File: config.mk
export PLATFORM = sky130hd
export DESIGN_NAME = erlang_term_frame_parser_top
export DESIGN_NICKNAME = d
export VERILOG_FILES = /design/src/sv/etfp_pkg.sv /design/src/sv/etfp_parser.sv /design/src/sv/etfp_out_reg.sv /design/src/sv/erlang_term_frame_parser_top.sv
export SDC_FILE = /design/constraint.sdc
export NUM_CORES = 1
export LEC_CHECK = 0
export ABC_AREA = 0
export BUFFER_PORTS_ARGS = -buffer_cell sky130_fd_sc_hd__buf_2
export CAP_MARGIN = 20
export CORE_MARGIN = 2
export CORE_UTILIZATION = 30
export CTS_CLUSTER_SIZE = 30
export DETAILED_ROUTE_END_ITERATION = 12
export GPL_ROUTABILITY_DRIVEN = 1
export SLEW_MARGIN = 30
export SYNTH_ARGS = -nofsm -noshare
export SYNTH_HDL_FRONTEND = slang
export SYNTH_SLANG_ARGS = --single-unit
File: constraint.sdc
create_clock -name clk -period 9.4 [get_ports clk]
set_input_delay 1.88 -clock clk [delete_from_list [all_inputs] [get_ports clk]]
set_output_delay 1.88 -clock clk [all_outputs]
set_load 0.01 [all_outputs]
File: src/sv/etfp_pkg.sv
// ----------------------------------------------------------------------------
// etfp_pkg: shared definitions for the term frame parser
// Phase codes, tag bytes, result kinds, status codes and the types that
// carry parser state and one result between modules.
// ----------------------------------------------------------------------------
package etfp_pkg;

  localparam int unsigned KEY_CAPACITY = 32;
  localparam logic [31:0] KEY_CAP_W    = 32'(KEY_CAPACITY);

  localparam logic [4:0] PH_MAGIC  = 5'd0;
  localparam logic [4:0] PH_RESYNC = 5'd1;
  localparam logic [4:0] PH_TTAG   = 5'd2;
  localparam logic [4:0] PH_ARITY  = 5'd3;
  localparam logic [4:0] PH_KTAG   = 5'd4;
  localparam logic [4:0] PH_KLEN   = 5'd5;
  localparam logic [4:0] PH_KBYTES = 5'd6;
  localparam logic [4:0] PH_VTAG   = 5'd7;
  localparam logic [4:0] PH_SMALL  = 5'd8;
  localparam logic [4:0] PH_INT    = 5'd9;
  localparam logic [4:0] PH_VLEN   = 5'd10;
  localparam logic [4:0] PH_BBYTES = 5'd11;
  localparam logic [4:0] PH_SBYTES = 5'd12;
  localparam logic [4:0] PH_LTAG   = 5'd13;
  localparam logic [4:0] PH_LSMALL = 5'd14;
  localparam logic [4:0] PH_LINT   = 5'd15;
  localparam logic [4:0] PH_LNIL   = 5'd16;

  localparam logic [7:0] TAG_MAGIC     = 8'd131;
  localparam logic [7:0] TAG_SMALL_INT = 8'd97;
  localparam logic [7:0] TAG_INT       = 8'd98;
  localparam logic [7:0] TAG_TUPLE     = 8'd104;
  localparam logic [7:0] TAG_NIL       = 8'd106;
  localparam logic [7:0] TAG_STRING    = 8'd107;
  localparam logic [7:0] TAG_LIST      = 8'd108;
  localparam logic [7:0] TAG_BINARY    = 8'd109;

  localparam logic [1:0] VT_NONE = 2'd0;
  localparam logic [1:0] VT_BLOB = 2'd1;
  localparam logic [1:0] VT_STR  = 2'd2;
  localparam logic [1:0] VT_LIST = 2'd3;

  localparam logic [2:0] KIND_KEY   = 3'd0;
  localparam logic [2:0] KIND_INT   = 3'd1;
  localparam logic [2:0] KIND_LIST  = 3'd2;
  localparam logic [2:0] KIND_BLOB  = 3'd3;
  localparam logic [2:0] KIND_STR   = 3'd4;
  localparam logic [2:0] KIND_END   = 3'd5;
  localparam logic [2:0] KIND_ERROR = 3'd6;

  localparam logic [2:0] ST_OK          = 3'd0;
  localparam logic [2:0] ST_BAD_MAGIC   = 3'd1;
  localparam logic [2:0] ST_NOT_TUPLE   = 3'd2;
  localparam logic [2:0] ST_BAD_ARITY   = 3'd3;
  localparam logic [2:0] ST_BAD_TAG     = 3'd4;
  localparam logic [2:0] ST_KEY_TOO_LONG = 3'd5;
  localparam logic [2:0] ST_UNKNOWN     = 3'd6;

  typedef struct packed {
    logic [4:0]  phase;
    logic [1:0]  element_count;
    logic [1:0]  value_tag;
    logic [1:0]  byte_step;
    logic [31:0] word;
    logic [31:0] remaining;
    logic [31:0] position;
  } state_t;

  typedef struct packed {
    logic        valid;
    logic [2:0]  kind;
    logic [31:0] value;
    logic [31:0] index;
    logic [1:0]  tuple_size;
    logic        done;
    logic [2:0]  status;
  } res_t;

  function automatic res_t mk_res(logic [2:0] kind, logic [31:0] value,
                                  logic [31:0] index, logic done,
                                  logic [2:0] status);
    res_t r;
    r.valid      = 1'b1;
    r.kind       = kind;
    r.value      = value;
    r.index      = index;
    r.tuple_size = 2'd0;
    r.done       = done;
    r.status     = status;
    return r;
  endfunction

endpackage

File: src/sv/etfp_parser.sv
// ----------------------------------------------------------------------------
// etfp_parser: one byte step of the term parser
// Computes the next parser state and the optional result for one byte.
// ----------------------------------------------------------------------------
module etfp_parser (
  input  logic [7:0]       data_byte,
  input  etfp_pkg::state_t st,
  output etfp_pkg::state_t st_nxt,
  output etfp_pkg::res_t   res
);

  logic [31:0] word_nxt;
  logic [31:0] rem_dec;
  logic [31:0] pos_inc;
  logic        run_last;
  logic        vlen_done;

  assign word_nxt  = {st.word[23:0], data_byte};
  assign rem_dec   = st.remaining - 32'd1;
  assign pos_inc   = st.position + 32'd1;
  assign run_last  = (rem_dec == 32'd0);
  assign vlen_done = (st.value_tag == etfp_pkg::VT_STR) ? (st.byte_step != 2'd0)
                                                         : (st.byte_step == 2'd3);

  always_comb begin
    st_nxt = st;
    res    = '0;
    case (st.phase)
      etfp_pkg::PH_MAGIC, etfp_pkg::PH_RESYNC: begin
        if (data_byte == etfp_pkg::TAG_MAGIC) begin
          st_nxt       = '0;
          st_nxt.phase = etfp_pkg::PH_TTAG;
        end else if (st.phase == etfp_pkg::PH_MAGIC) begin
          st_nxt.element_count = 2'd0;
          st_nxt.phase         = etfp_pkg::PH_RESYNC;
          res = etfp_pkg::mk_res(etfp_pkg::KIND_ERROR, '0, '0, 1'b1,
                                 etfp_pkg::ST_BAD_MAGIC);
        end
      end
      etfp_pkg::PH_TTAG: begin
        if (data_byte != etfp_pkg::TAG_TUPLE) begin
          st_nxt.phase = etfp_pkg::PH_RESYNC;
          res = etfp_pkg::mk_res(etfp_pkg::KIND_ERROR, '0, '0, 1'b1,
                                 etfp_pkg::ST_NOT_TUPLE);
        end else begin
          st_nxt.phase = etfp_pkg::PH_ARITY;
        end
      end
      etfp_pkg::PH_ARITY: begin
        if (data_byte > 8'd2) begin
          st_nxt.phase = etfp_pkg::PH_RESYNC;
          res = etfp_pkg::mk_res(etfp_pkg::KIND_ERROR, '0, '0, 1'b1,
                                 etfp_pkg::ST_BAD_ARITY);
        end else begin
          st_nxt.element_count = data_byte[1:0];
          if (data_byte == 8'd0) begin
            st_nxt.phase = etfp_pkg::PH_MAGIC;
            res = etfp_pkg::mk_res(etfp_pkg::KIND_END, '0, '0, 1'b1, etfp_pkg::ST_OK);
          end else begin
            st_nxt.phase = etfp_pkg::PH_KTAG;
          end
        end
      end
      etfp_pkg::PH_KTAG: begin
        if (data_byte != etfp_pkg::TAG_BINARY) begin
          st_nxt.phase = etfp_pkg::PH_RESYNC;
          res = etfp_pkg::mk_res(etfp_pkg::KIND_ERROR, '0, '0, 1'b1,
                                 etfp_pkg::ST_BAD_TAG);
        end else begin
          st_nxt.byte_step = 2'd0;
          st_nxt.word      = '0;
          st_nxt.phase     = etfp_pkg::PH_KLEN;
        end
      end
      etfp_pkg::PH_KLEN: begin
        st_nxt.word = word_nxt;
        if (st.byte_step == 2'd3) begin
          st_nxt.byte_step = 2'd0;
          if (word_nxt > etfp_pkg::KEY_CAP_W) begin
            st_nxt.phase = etfp_pkg::PH_RESYNC;
            res = etfp_pkg::mk_res(etfp_pkg::KIND_ERROR, '0, '0, 1'b1,
                                   etfp_pkg::ST_KEY_TOO_LONG);
          end else if (word_nxt == 32'd0) begin
            if (st.element_count == 2'd1) begin
              st_nxt.phase = etfp_pkg::PH_MAGIC;
              res = etfp_pkg::mk_res(etfp_pkg::KIND_END, '0, '0, 1'b1, etfp_pkg::ST_OK);
            end else begin
              st_nxt.phase = etfp_pkg::PH_VTAG;
            end
          end else begin
            st_nxt.remaining = word_nxt;
            st_nxt.position  = '0;
            st_nxt.phase     = etfp_pkg::PH_KBYTES;
          end
        end else begin
          st_nxt.byte_step = st.byte_step + 2'd1;
        end
      end
      etfp_pkg::PH_KBYTES: begin
        st_nxt.position  = pos_inc;
        st_nxt.remaining = rem_dec;
        res = etfp_pkg::mk_res(etfp_pkg::KIND_KEY, {24'd0, data_byte}, st.position,
                               1'b0, etfp_pkg::ST_OK);
        if (run_last) begin
          if (st.element_count == 2'd1) begin
            st_nxt.phase = etfp_pkg::PH_MAGIC;
            res.done     = 1'b1;
          end else begin
            st_nxt.phase = etfp_pkg::PH_VTAG;
          end
        end
      end
      etfp_pkg::PH_VTAG: begin
        st_nxt.byte_step = 2'd0;
        st_nxt.word      = '0;
        case (data_byte)
          etfp_pkg::TAG_NIL: begin
            st_nxt.byte_step = st.byte_step;
            st_nxt.word      = st.word;
            st_nxt.phase     = etfp_pkg::PH_MAGIC;
            res = etfp_pkg::mk_res(etfp_pkg::KIND_END, '0, '0, 1'b1, etfp_pkg::ST_OK);
          end
          etfp_pkg::TAG_SMALL_INT: begin
            st_nxt.byte_step = st.byte_step;
            st_nxt.word      = st.word;
            st_nxt.phase     = etfp_pkg::PH_SMALL;
          end
          etfp_pkg::TAG_INT: begin
            st_nxt.phase = etfp_pkg::PH_INT;
          end
          etfp_pkg::TAG_BINARY: begin
            st_nxt.value_tag = etfp_pkg::VT_BLOB;
            st_nxt.phase     = etfp_pkg::PH_VLEN;
          end
          etfp_pkg::TAG_STRING: begin
            st_nxt.value_tag = etfp_pkg::VT_STR;
            st_nxt.phase     = etfp_pkg::PH_VLEN;
          end
          etfp_pkg::TAG_LIST: begin
            st_nxt.value_tag = etfp_pkg::VT_LIST;
            st_nxt.phase     = etfp_pkg::PH_VLEN;
          end
          default: begin
            st_nxt.byte_step = st.byte_step;
            st_nxt.word      = st.word;
            st_nxt.phase     = etfp_pkg::PH_RESYNC;
            res = etfp_pkg::mk_res(etfp_pkg::KIND_ERROR, '0, '0, 1'b1,
                                   etfp_pkg::ST_BAD_TAG);
          end
        endcase
      end
      etfp_pkg::PH_SMALL: begin
        st_nxt.phase = etfp_pkg::PH_MAGIC;
        res = etfp_pkg::mk_res(etfp_pkg::KIND_INT, {24'd0, data_byte}, '0, 1'b1,
                               etfp_pkg::ST_OK);
      end
      etfp_pkg::PH_INT: begin
        st_nxt.word = word_nxt;
        if (st.byte_step == 2'd3) begin
          st_nxt.byte_step = 2'd0;
          st_nxt.phase     = etfp_pkg::PH_MAGIC;
          res = etfp_pkg::mk_res(etfp_pkg::KIND_INT, word_nxt, '0, 1'b1, etfp_pkg::ST_OK);
        end else begin
          st_nxt.byte_step = st.byte_step + 2'd1;
        end
      end
      etfp_pkg::PH_VLEN: begin
        st_nxt.word = word_nxt;
        if (vlen_done) begin
          st_nxt.byte_step = 2'd0;
          if (word_nxt == 32'd0) begin
            st_nxt.phase = etfp_pkg::PH_RESYNC;
            res = etfp_pkg::mk_res(etfp_pkg::KIND_ERROR, '0, '0, 1'b1,
                                   etfp_pkg::ST_UNKNOWN);
          end else begin
            st_nxt.remaining = word_nxt;
            st_nxt.position  = '0;
            if (st.value_tag == etfp_pkg::VT_BLOB) begin
              st_nxt.phase = etfp_pkg::PH_BBYTES;
            end else if (st.value_tag == etfp_pkg::VT_STR) begin
              st_nxt.phase = etfp_pkg::PH_SBYTES;
            end else begin
              st_nxt.phase = etfp_pkg::PH_LTAG;
            end
          end
        end else begin
          st_nxt.byte_step = st.byte_step + 2'd1;
        end
      end
      etfp_pkg::PH_BBYTES, etfp_pkg::PH_SBYTES: begin
        st_nxt.position  = pos_inc;
        st_nxt.remaining = rem_dec;
        res = etfp_pkg::mk_res((st.phase == etfp_pkg::PH_BBYTES) ? etfp_pkg::KIND_BLOB
                                                                 : etfp_pkg::KIND_STR,
                               {24'd0, data_byte}, st.position, run_last,
                               etfp_pkg::ST_OK);
        if (run_last) begin
          st_nxt.phase = etfp_pkg::PH_MAGIC;
        end
      end
      etfp_pkg::PH_LTAG: begin
        if (data_byte == etfp_pkg::TAG_SMALL_INT) begin
          st_nxt.phase = etfp_pkg::PH_LSMALL;
        end else if (data_byte == etfp_pkg::TAG_INT) begin
          st_nxt.byte_step = 2'd0;
          st_nxt.word      = '0;
          st_nxt.phase     = etfp_pkg::PH_LINT;
        end else begin
          st_nxt.phase = etfp_pkg::PH_RESYNC;
          res = etfp_pkg::mk_res(etfp_pkg::KIND_ERROR, '0, '0, 1'b1,
                                 etfp_pkg::ST_BAD_TAG);
        end
      end
      etfp_pkg::PH_LSMALL: begin
        st_nxt.position  = pos_inc;
        st_nxt.remaining = rem_dec;
        st_nxt.phase     = run_last ? etfp_pkg::PH_LNIL : etfp_pkg::PH_LTAG;
        res = etfp_pkg::mk_res(etfp_pkg::KIND_LIST, {24'd0, data_byte}, st.position,
                               1'b0, etfp_pkg::ST_OK);
      end
      etfp_pkg::PH_LINT: begin
        st_nxt.word = word_nxt;
        if (st.byte_step == 2'd3) begin
          st_nxt.byte_step = 2'd0;
          st_nxt.position  = pos_inc;
          st_nxt.remaining = rem_dec;
          st_nxt.phase     = run_last ? etfp_pkg::PH_LNIL : etfp_pkg::PH_LTAG;
          res = etfp_pkg::mk_res(etfp_pkg::KIND_LIST, word_nxt, st.position, 1'b0,
                                 etfp_pkg::ST_OK);
        end else begin
          st_nxt.byte_step = st.byte_step + 2'd1;
        end
      end
      etfp_pkg::PH_LNIL: begin
        if (data_byte != etfp_pkg::TAG_NIL) begin
          st_nxt.phase = etfp_pkg::PH_RESYNC;
          res = etfp_pkg::mk_res(etfp_pkg::KIND_ERROR, '0, '0, 1'b1,
                                 etfp_pkg::ST_BAD_TAG);
        end else begin
          st_nxt.phase = etfp_pkg::PH_MAGIC;
          res = etfp_pkg::mk_res(etfp_pkg::KIND_END, '0, '0, 1'b1, etfp_pkg::ST_OK);
        end
      end
      default: begin
        st_nxt.phase = etfp_pkg::PH_RESYNC;
      end
    endcase
    res.tuple_size = st_nxt.element_count;
  end

endmodule

File: src/sv/etfp_out_reg.sv
// ----------------------------------------------------------------------------
// etfp_out_reg: result register
// Holds one result until the downstream side takes the transfer.
// ----------------------------------------------------------------------------
module etfp_out_reg (
  input  logic           clk,
  input  logic           rst_n,
  input  logic           load,
  input  etfp_pkg::res_t res_in,
  input  logic           out_stall,
  output logic           free,
  output logic           out_valid,
  output etfp_pkg::res_t res_out
);

  logic           valid_r;
  logic           valid_nxt;
  etfp_pkg::res_t res_r;

  assign free      = !valid_r || !out_stall;
  assign valid_nxt = load ? 1'b1 : (free ? 1'b0 : valid_r);

  always_ff @(posedge clk) begin
    if (!rst_n) begin
      valid_r <= 1'b0;
    end else begin
      valid_r <= valid_nxt;
    end
  end

  always_ff @(posedge clk) begin
    if (load) begin
      res_r <= res_in;
    end
  end

  assign out_valid = valid_r;
  assign res_out   = res_r;

endmodule

File: src/sv/erlang_term_frame_parser_top.sv
// ----------------------------------------------------------------------------
// erlang_term_frame_parser_top: external term frame parser
// Parses a byte stream of small tuple messages into key, value and element
// results, one byte per cycle while in_stall is low.
//
//   channel  dir  ports
//   in       in   in_valid, in_stall, in_data_byte
//   out      out  out_valid, out_stall, out_item_kind .. out_status_code
//
// One byte is accepted per cycle unless in_stall is high; the byte and its
// result, if any, pass through the input register, then the result register.
// Sync reset returns the parser to waiting for the magic byte.
// A stalled result holds in the result register; bytes that give no result
// still advance while the result waits.
// ----------------------------------------------------------------------------
module erlang_term_frame_parser_top (
  input  logic               clk,
  input  logic               rst_n,
  input  logic               in_valid,
  output logic               in_stall,
  input  logic [7:0]         in_data_byte,
  output logic               out_valid,
  input  logic               out_stall,
  output logic [2:0]         out_item_kind,
  output logic signed [31:0] out_item_value,
  output logic [31:0]        out_item_index,
  output logic [1:0]         out_tuple_size,
  output logic               out_term_done,
  output logic [2:0]         out_status_code
);

  logic             s1_valid_r;
  logic             s1_valid_nxt;
  logic [7:0]       s1_byte_r;
  logic             in_xfer;
  logic             advance;
  logic             out_free;
  etfp_pkg::state_t state_r;
  etfp_pkg::state_t state_nxt;
  etfp_pkg::res_t   res;
  etfp_pkg::res_t   res_out;

  etfp_parser u_parser (
    .data_byte (s1_byte_r),
    .st        (state_r),
    .st_nxt    (state_nxt),
    .res       (res)
  );

  etfp_out_reg u_out (
    .clk       (clk),
    .rst_n     (rst_n),
    .load      (advance && res.valid),
    .res_in    (res),
    .out_stall (out_stall),
    .free      (out_free),
    .out_valid (out_valid),
    .res_out   (res_out)
  );

  assign advance      = s1_valid_r && (!res.valid || out_free);
  assign in_stall     = s1_valid_r && !advance;
  assign in_xfer      = in_valid && !in_stall;
  assign s1_valid_nxt = in_xfer ? 1'b1 : (advance ? 1'b0 : s1_valid_r);

  always_ff @(posedge clk) begin
    if (!rst_n) begin
      s1_valid_r <= 1'b0;
      state_r    <= '0;
    end else begin
      s1_valid_r <= s1_valid_nxt;
      if (advance) begin
        state_r <= state_nxt;
      end
    end
  end

  always_ff @(posedge clk) begin
    if (in_xfer) begin
      s1_byte_r <= in_data_byte;
    end
  end

  assign out_item_kind   = res_out.kind;
  assign out_item_value  = $signed(res_out.value);
  assign out_item_index  = res_out.index;
  assign out_tuple_size  = res_out.tuple_size;
  assign out_term_done   = res_out.done;
  assign out_status_code = res_out.status;

  a_err_done: assert property (@(posedge clk) disable iff (!rst_n)
    out_valid && out_item_kind == etfp_pkg::KIND_ERROR |-> out_term_done)
    else $error("error result without term end");

  a_status_err: assert property (@(posedge clk) disable iff (!rst_n)
    out_valid && out_status_code != etfp_pkg::ST_OK |->
      out_item_kind == etfp_pkg::KIND_ERROR)
    else $error("nonzero status on a non-error result");

  a_blocked: assert property (@(posedge clk) disable iff (!rst_n)
    s1_valid_r && res.valid && out_valid && out_stall |-> in_stall && !advance)
    else $error("byte advanced while its result had no room");

  a_reset: assert property (@(posedge clk)
    !rst_n |=> state_r.phase == etfp_pkg::PH_MAGIC && !out_valid && !s1_valid_r)
    else $error("reset did not return to magic wait");

endmodule
==> impl_metrics.json, run 1 <==
{
  "status": "completed",
  "syn_avg_cell_area_um2": 9.03,
  "syn_nets": 1108,
  "clock-sinks": 182,
  "ir_drop_uv": 81.0,
  "synth_edf_count": 81,
  "r2r_end": "state_r[36]$_SDFFE_PN0P_",
  "crit_type": "reg -> out",
  "slowest_stage": "dfxtp_1",
  "worst_slew_pin_slew_ns": 0.940,
  "rows": 66,
  "crit_path_start_kind": "flop",
  "cts_setup_buffers": 0,
  "arrival_ns": 4.04,
  "synthesis.area_um2": 9850,
  "ant_nets": 0,
  "cts_buffers": 17,
  "grt-ovfl-total": 0,
  "leakage_uw": 0.00380,
  "min_to": "state_r[59]$_SDFFE_PN0P_",
  "floorplan.initialDensity_pct": 30.3,
  "grt_max_degree": 69,
  "rsz0062_at_grt": "false",
  "vias_per_cell": 5.73,
  "power-per-cell-area_nw_per_um2": 167,
  "maxCapViolCount": 0,
  "tns_ns": 0,
  "synth_seq_cells": 182,
  "skew_ns": 0.0107,
  "clock.fmax_mhz": 169,
  "r2r_slack_ns": 4.49,
  "finalSetupViolations": 0,
  "post_drt_wl_per_cell_um": 19.6,
  "hold_viol": 0,
  "cts_hold_buf": 0,
  "drive_gt1_share_pct": 14.9,
  "die_area_um2": 34300,
  "antenna_found_initial": 0,
  "fin_ws_ns": 3.48,
  "die_x_um": 185,
  "synth_cell_types": 78,
  "nNetsFinal": 1137,
  "core_area_um2": 32500,
  "finalMaxSlewViolations": 0,
  "required_ns": 7.52,
  "clkLatencyLatePin_ns": 0.45,
  "gp_congestion": 0.881,
  "grt_pass1_wl_um": 48100,
  "cts_resized": 0,
  "fin_crit_sh_pct": 63.0,
  "cts_tree": "done",
  "detail_route.iter0.violations": 1004,
  "ys_dominant_reg_cell": "dfxtp_1",
  "track_usage_pct": 18.0,
  "n_antenna_cell": 0,
  "drcViolationCount": 0,
  "path_buf_inv": 1,
  "dpl_worst_slack_ns": 4.06,
  "final_common_cell": "dfxtp_1",
  "synthArstFlopShare_pct": 0,
  "relSlewSlack_pct": 37.3,
  "min-delay-start": "state_r[59]$_SDFFE_PN0P_",
  "hold_class": "reg -> reg",
  "crit_chain": "or3b_4 -> or4b_1 -> a2111oi_0 -> or4_4 -> nor3_1 -> nor3b_1 -> buf_2",
  "fillers": 3340,
  "drt-pass1-iter-count": 6,
  "crit_fanout": 23,
  "hold_depth": 2,
  "ff2ff_path_depth": 8,
  "ys_seq_area_share_pct": 45.2,
  "yosysWarnings": 0,
  "grt_pass1_vias": 8332,
  "area_delta_synth_final_pct": 13.8,
  "period_minus_slack_ns": 5.92,
  "syn_inst": 1091,
  "num_vias": 9025,
  "hpwl_um": 20200,
  "ctsRootBufferMaster": "clkbuf_16",
  "crit_family": "simple AND/OR/NAND/NOR gates",
  "io_buffers": 86,
  "layout_common_cells": "dfxtp_1 (100), a21oi_1 (96), buf_2 (86), edfxtp_1 (81), nand2_1 (76)",
  "totalWireLength_um": 30900,
  "cts.htree.levels": 4,
  "die_h_um": 185,
  "r2r-start": "state_r[102]$_SDFFE_PN0P_",
  "clk_pin_slew_ns": 0.07,
  "io-pin-count": 87,
  "max_stage_delay_ns": 0.81,
  "cts_buffer_depth": 2,
  "cp-end-kind": "output port"
}
tightest hold or removal path, stage by stage, from the launching register on:
cell	delay (ns)
dfxtp_1	0.31
o311ai_0	0.07
o21ai_0	0.07
metal layers:
layer | vias up | global-route usage (%) | wire length, µm
li1 | 4234 | - | -
met5 | - | 0 | 0
met3 | 47 | 3.52 | 2040
met4 | 0 | 7.30 | 758
met2 | 349 | 26.6 | 13600
met1 | 4395 | 25.5 | 14500
sequential cells by signal, summed over array words and instances, names as in the netlist:
signal,count
state_r,99
s1_byte_r,8
u_out.res_out,73
s1_valid_r,1
u_out.out_valid,1
cell families after synthesis:
logic type               after synthesis  share of synthesized area (%)
buffers and inverters                109                           4.54
flip-flops                           182                           45.2
multiplexers                           3                          0.305
XOR/XNOR                              17                           1.51
AND/OR/NAND/NOR                      433                           24.5
adder cells (fa/ha/maj)                5                          0.635
AO/OA/AOI/OAI                        342                           23.3
how the worst max path moves through the flow:
stage	from	end	slack, ns	cells past startpoint
final	state_r[102]$_SDFFE_PN0P_	in_stall	3.48	7
after CTS	state_r[102]$_SDFFE_PN0P_	in_stall	3.56	7
after floorplan	state_r[96]$_SDFFE_PN0P_	u_out.res_out[0]$_DFFE_PP_	3.30	9
after global routing	state_r[102]$_SDFFE_PN0P_	in_stall	3.29	7
after detailed placement	state_r[102]$_SDFFE_PN0P_	in_stall	4.06	7
after global placement	state_r[102]$_SDFFE_PN0P_	in_stall	4.11	7
Yosys cell counts (8+ instances only):
cell / count / area share (%)
nor3_1: 30 / 1.5
and3_1: 13 / 0.83
nor2b_1: 8 / 0.51
or4_1: 20 / 1.5
edfxtp_1: 81 / 25
nand2b_1: 10 / 0.64
buf_2: 15 / 0.76
a211oi_1: 21 / 1.6
nand3_1: 26 / 1.3
o31ai_1: 32 / 2.4
a21oi_1: 98 / 5.0
nor2_1: 63 / 2.4
nor4_1: 21 / 1.3
a22oi_1: 15 / 1.1
o311ai_0: 18 / 1.6
o21ai_0: 64 / 3.3
clkbuf_1: 67 / 2.6
or3_1: 8 / 0.51
xor2_1: 11 / 0.98
dfxtp_1: 101 / 21
o211ai_1: 9 / 0.69
inv_1: 16 / 0.61
and2_1: 72 / 4.6
nor3b_1: 8 / 0.61
a31oi_1: 10 / 0.64
nand2_1: 76 / 2.9
nand4_1: 44 / 2.8
report_power, final:
| group | switching [µW] | internal, µW |
|---|---|---|
| Clock | 351 | 385 |
| Sequential | 29.0 | 854 |
| Combinational | 170 | 80.7 |
layout make-up:
class,instances,area [µm²],share of cell area (%)
Tap cell,442,553,4.93
Multi-Input combinational cell,800,4990,44.5
Inverter,17,63.8,0.569
Clock inverter,14,154,1.37
Sequential cell,182,4460,39.7
Timing Repair Buffer,102,554,4.94
Clock buffer,18,439,3.92
stage by stage:
stage,std cells,cell area (µm²),utilization (%),hold slack [ns],power [µW]
finish,1575,11200,34.5,0.493,1870
CTS,1574,11200,34.5,0.497,1880
global route,1575,11200,34.5,0.526,1940
detailed placement,1542,10600,32.6,0.487,1150
floorplan,1091,9850,-,0.456,1070
global placement,1542,10600,32.6,0.472,1150
Note: power is estimated with default switching activity, not from simulation.
==> run 2: changes to the inputs <==
- ABC_AREA: 0 -> 1
- clock period: 9.4 -> 5.6 ns (I/O delays scaled with it)
==> run 2 against run 1 <==
Net effect: area after synthesis up 2.6%; wire length down 3.0%; combinational power up 69%; final area up 3.4%; first-iteration DRC count down 20%; flip-flop and latch count unchanged; sequential share of layout area down 1.3 points; clock skew up 0.00094 ns; sequential power up 63%; register-to-register slack worse by 2.7 ns.
==> impl_metrics.json, run 2 <==
{
  "crit_fanout": 29,
  "ys_seq_area_share_pct": 44.1,
  "multiInputGateArea_um2": 4790,
  "fillers": 3655,
  "synth_edf_count": 81,
  "fin_crit_sh_pct": 70.9,
  "io_buffers": 86,
  "vias_per_cell": 4.95,
  "cts_hold_buf": 0,
  "required_ns": 4.48,
  "cts.htree.levels": 4,
  "layout_common_cells": "nand2_1 (297), nor2_1 (247), inv_1 (159), a21oi_1 (130), dfxtp_1 (101)",
  "syn_nets": 1449,
  "period_minus_slack_ns": 3.97,
  "maxCapViolCount": 0,
  "ctsRootBufferMaster": "clkbuf_16",
  "worst_slew_pin_slew_ns": 0.951,
  "rsz0062_at_grt": "false",
  "grt-ovfl-total": 0,
  "cts_tree": "done",
  "syn_inst": 1432,
  "track_usage_pct": 17.1,
  "synth_cell_types": 39,
  "die_x_um": 188,
  "floorplan.initialDensity_pct": 30.3,
  "ir_drop_uv": 166,
  "detail_route.iter0.violations": 804,
  "rows": 67,
  "yosysWarnings": 0,
  "grt_pass1_vias": 8975,
  "syn_avg_cell_area_um2": 7.06,
  "yosysTopAreaCell": "edfxtp_1",
  "regMostFlops": "state_r",
  "antenna_found_initial": 0,
  "cp-end-kind": "output port",
  "clock.fmax_mhz": 252,
  "fin_area_um2": 11600,
  "io-pin-count": 87,
  "synthArstFlopShare_pct": 0,
  "clock-sinks": 182,
  "clkLatencyLatePin_ns": 0.44,
  "relSlewSlack_pct": 36.6,
  "status": "completed",
  "synthTopCellsByArea": "edfxtp_1 (24%), dfxtp_1 (20%), nand2_1 (11%)",
  "core_area_um2": 33400,
  "nNetsFinal": 1506,
  "grt_pass1_wl_um": 48000,
  "num_vias": 9651,
  "post_drt_wl_per_cell_um": 15.4,
  "hold_viol": 0,
  "crit_path_start_kind": "flop",
  "ys_dominant_reg_cell": "dfxtp_1",
  "grt_max_degree": 92,
  "cts_buffers": 17,
  "finalMaxSlewViolations": 0,
  "final_common_cell": "nand2_1",
  "drt-pass1-iter-count": 7,
  "die_area_um2": 35200,
  "drcViolationCount": 0,
  "area_delta_synth_final_pct": 14.7,
  "seqCellArea_um2": 4450,
  "cts_setup_buffers": 0,
  "hold_class": "reg -> reg",
  "drive_gt1_share_pct": 10.1,
  "gp_congestion": 0.907,
  "synthesis.area_um2": 10100,
  "clk_pin_slew_ns": 0.07,
  "hpwl_um": 21700,
  "n_antenna_cell": 0,
  "cts_resized": 0,
  "r2r_slack_ns": 1.78,
  "dpl-instance-area_um2": 10900,
  "synth_seq_cells": 182,
  "ant_nets": 0,
  "skew_ns": 0.0117,
  "die_h_um": 188,
  "largest_reg_flops": 99,
  "netlist_top_cells_count": "nand2_1 (297), nor2_1 (249), inv_1 (161), a21oi_1 (130), dfxtp_1 (101)",
  "power-per-cell-area_nw_per_um2": 281,
  "arrival_ns": 2.85,
  "tns_ns": 0,
  "utilization_pct": 34.8,
  "finalSetupViolations": 0,
  "totalWireLength_um": 30000,
  "leakage_uw": 0.00454,
  "crit_type": "reg -> out",
  "netlist.area_leader.share_pct": 24.1,
  "cts_buffer_depth": 2,
  "synth.most_common_cell": "nand2_1"
}
[run 2: cell count changes after synthesis, moves of 19 or more]
cell	change
a211oi_1	-19
a21oi_1	+32
and2_1	-72
clkbuf_1	-35
inv_1	+145
nand2_1	+221
nand3_1	+65
nand4_1	-20
nor2_1	+186
nor3_1	+22
o21ai_1	+29
o31ai_1	-31
or4_1	-20
[run 2: cell families (layout without fill, tap and decap cells)]
family / Yosys count / after routing / synth area share, %
AO/OA/AOI/OAI: 246 / 246 / 12.7
flip-flops: 182 / 182 / 44.1
buffers and inverters: 224 / 294 / 8.74
adder cells (fa/ha/maj): 5 / 5 / 0.619
AND/OR/NAND/NOR: 746 / 746 / 31.3
XOR/XNOR: 29 / 29 / 2.51
[run 2: layout make-up]
| type | instances | area share (%) |
|---|---|---|
| Multi-Input combinational cell | 1026 | 41.3 |
| Sequential cell | 182 | 38.4 |
| Inverter | 169 | 5.49 |
| Tap cell | 448 | 4.83 |
| Timing Repair Buffer | 93 | 4.16 |
| Clock buffer | 18 | 3.70 |
| Clock inverter | 14 | 2.10 |
[run 2: per-layer routing]
metal / vias up / routed length (µm) / GRT usage (%)
met5: - / 0 / 0
met3: 34 / 1560 / 2.62
met2: 300 / 13400 / 26.5
met4: 0 / 563 / 4.94
met1: 4485 / 14500 / 24.5
li1: 4832 / - / -
[run 2: path summary, 6_finish.rpt]
kind	to	startpoint	cells after the start
max reg2reg	state_r[52]$_SDFFE_PN0P_	state_r[102]$_SDFFE_PN0P_	12
min	state_r[98]$_SDFFE_PN0P_	state_r[98]$_SDFFE_PN0P_	2
min reg2reg	state_r[98]$_SDFFE_PN0P_	state_r[98]$_SDFFE_PN0P_	2
max	in_stall	state_r[96]$_SDFFE_PN0P_	8
[run 2: per-stage QoR]
stage | hold WS, ns | instances | worst slack, ns | power, µW
after global placement | 0.456 | 1918 | 2.00 | 1880
after global routing | 0.475 | 1950 | 1.32 | 3380
after floorplan | 0.440 | 1432 | 0.435 | 1770
after CTS | 0.470 | 1950 | 1.82 | 3270
after detailed placement | 0.460 | 1918 | 1.89 | 1880
final | 0.470 | 1950 | 1.63 | 3260
[run 2: critical path, cell delays in order (launching register included)]
cell	delay, ns
dfxtp_1	0.36
ha_1	0.25
clkinv_1	0.65
nor2_1	0.34
nand2_1	0.10
nand2_1	0.11
o21ai_2	0.08
nor2_1	0.31
buf_2	0.21
[run 2: power breakdown]
| part | total (µW) | internal [µW] | leakage [µW] | switching [µW] |
|---|---|---|---|---|
| logic | 424 | 116 | 0.00256 | 307 |
| registers | 1440 | 1420 | 0.00165 | 18.7 |
| clock network | 1400 | 845 | 0.000329 | 553 |
==> run 3: changes to the inputs <==
- clock period: 5.6 -> 3.4 ns (I/O delays scaled with it)
==> run 3 against run 2 <==
Net effect: clock-buffer cell count shrank 1; sequential power grew 65%; combinational power grew 67%; setup slack lost 1.5 ns; utilization grew 0.16 points; non-clock buffer count grew 12; highest routed layer unchanged; global-route usage grew 0.11 points; flip-flop and latch count is the same; via count grew 0.54%.
==> impl_metrics.json, run 3 (synthesized netlist as in run 2, its figures left out) <==
{
  "drcViolationCount": 0,
  "layout_common_cells": "nand2_1 (297), nor2_1 (244), inv_1 (159), a21oi_1 (130), dfxtp_1 (101)",
  "crit_fanout": 5,
  "drive_gt1_share_pct": 11.2,
  "io_buffers": 86,
  "grt_max_degree": 53,
  "finalMaxSlewViolations": 0,
  "r2r-start": "s1_byte_r[1]$_DFFE_PP_",
  "share_comb_of_total_power_pct": 14.0,
  "ctsRootBufferMaster": "clkbuf_16",
  "n_antenna_cell": 0,
  "power.share.clock_pct": 39.3,
  "worst_slew_pin_slew_ns": 0.899,
  "dpl-instance-area_um2": 11000,
  "hold_class": "in -> reg",
  "maxCapViolCount": 0,
  "final_common_cell": "nand2_1",
  "num_vias": 9703,
  "fin_crit_sh_pct": 95.1,
  "die_h_um": 188,
  "ff2ff_path_depth": 15,
  "power-per-cell-area_nw_per_um2": 435,
  "ir_drop_uv": 223,
  "finalSetupViolations": 0,
  "hpwl_um": 22100,
  "skew_ns": 0.00862,
  "cp-end-kind": "output port",
  "io-pin-count": 87,
  "fillers": 3624,
  "r2r_end": "state_r[98]$_SDFFE_PN0P_",
  "clkLatencyLatePin_ns": 0.45,
  "die_area_um2": 35200,
  "cts_hold_buf": 0,
  "ant_nets": 0,
  "rows": 67,
  "nNetsFinal": 1518,
  "post_drt_wl_per_cell_um": 15.5,
  "required_ns": 2.72,
  "arrival_ns": 2.55,
  "leakage_uw": 0.00456,
  "grt-ovfl-total": 0,
  "core_area_um2": 33400,
  "cts_tree": "done",
  "hold_depth": 1,
  "min-delay-start": "in_data_byte[3]",
  "clk_pin_slew_ns": 0.08,
  "p_sw_share_pct": 30.6,
  "fin_area_um2": 11600,
  "regMostFlops": "state_r",
  "drt-pass1-iter-count": 7,
  "grt_pass1_vias": 8945,
  "r2r_slack_ns": 0.40,
  "status": "completed",
  "clock.fmax_mhz": 309,
  "cts_buffer_depth": 2,
  "hold_viol": 0,
  "cts_buffers": 17,
  "crit_path_start_kind": "flop",
  "clock-sinks": 182,
  "p_int_uw": 3520,
  "die_x_um": 188,
  "crit_type": "reg -> out",
  "detail_route.iter0.violations": 986,
  "area_delta_synth_final_pct": 15.3,
  "vias_per_cell": 4.95,
  "gp_congestion": 0.945,
  "totalWireLength_um": 30500,
  "cts.htree.levels": 4,
  "grt_pass1_wl_um": 48500,
  "relSlewSlack_pct": 40.0,
  "finalHoldWorstSlack_ns": 0.402,
  "switching_power_uw": 1550,
  "pwr-share-seq_pct": 46.7,
  "period_minus_slack_ns": 3.23,
  "track_usage_pct": 17.2,
  "min_to": "s1_byte_r[3]$_DFFE_PP_",
  "antenna_found_initial": 0,
  "floorplan.initialDensity_pct": 30.3,
  "largest_reg_flops": 99
}
[run 3: changes by cell type in the layout (fill, tap and decap cells not counted), sizes merged]
cell,change
buf,+12
inv,+7
bufinv,-6
clkbuf,-1
clkinv,-1
clkinvlp,+1
[run 3: repair_timing]
item / CTS / global route
setup buffers: 0 / 3
resized for setup: 0 / 7
endpoints found under the setup margin: 0 / 2
[run 3: power by group through the flow]
stage	Sequential [µW]	Clock, µW	Combinational (µW)
floorplan	2420	0	482
global placement	2410	0	693
detailed placement	2410	0	694
CTS	2360	2030	698
global route	2370	2120	790
finish	2370	1990	710
[run 3: layer usage]
| layer | GRT usage (%) | wire length, µm |
|---|---|---|
| met1 | 24.3 | 14700 |
| met4 | 5.63 | 555 |
| met3 | 2.75 | 1660 |
| met2 | 26.7 | 13500 |
| met5 | 0 | 0 |
[run 3: layout make-up]
type                       count  area [µm²]  area share (%)
inverter                     169         637            5.47
timing repair buffer         105         611            5.24
clock buffer                  17         425            3.65
tap                          448         561            4.81
multi-input combinational   1026        4810            41.3
clock inverter                15         155            1.33
sequential                   182        4450            38.2
[run 3: how the worst max path moves through the flow]
stage / cells after the start / end / slack [ns] / from
floorplan: 11 / u_out.res_out[0]$_DFFE_PP_ / 0.30 / s1_byte_r[3]$_DFFE_PP_
global placement: 15 / state_r[99]$_SDFFE_PN0P_ / 0.30 / s1_byte_r[3]$_DFFE_PP_
detailed placement: 15 / state_r[99]$_SDFFE_PN0P_ / 0.32 / s1_byte_r[1]$_DFFE_PP_
CTS: 11 / in_stall / 0.03 / s1_byte_r[1]$_DFFE_PP_
global route: 13 / in_stall / -0.005 / s1_byte_r[1]$_DFFE_PP_
finish: 11 / in_stall / 0.17 / s1_byte_r[1]$_DFFE_PP_
[run 3: worst max-delay path, stage by stage (launching register included)]
cell	delay [ns]
edfxtp_1	0.48
nor2_2	0.21
nand2_1	0.12
o21ai_0	0.22
nand2_1	0.13
nor2_2	0.23
nand2_1	0.11
nand2_1	0.09
nand2_1	0.08
o21ai_2	0.20
nor2_2	0.09
buf_2	0.15
[run 3: per-stage QoR]
| step | setup slack [ns] | TNS, ns | power (µW) | util [%] | std cells |
|---|---|---|---|---|---|
| floorplan | 0.301 | 0 | 2900 | - | 1432 |
| CTS | 0.0274 | 0 | 5090 | 34.8 | 1959 |
| finish | 0.167 | 0 | 5070 | 34.9 | 1962 |
| detailed placement | 0.318 | 0 | 3110 | 33.1 | 1927 |
| global placement | 0.301 | 0 | 3110 | 33.1 | 1927 |
| global route | -0.00499 | -0.00499 | 5280 | 34.9 | 1962 |
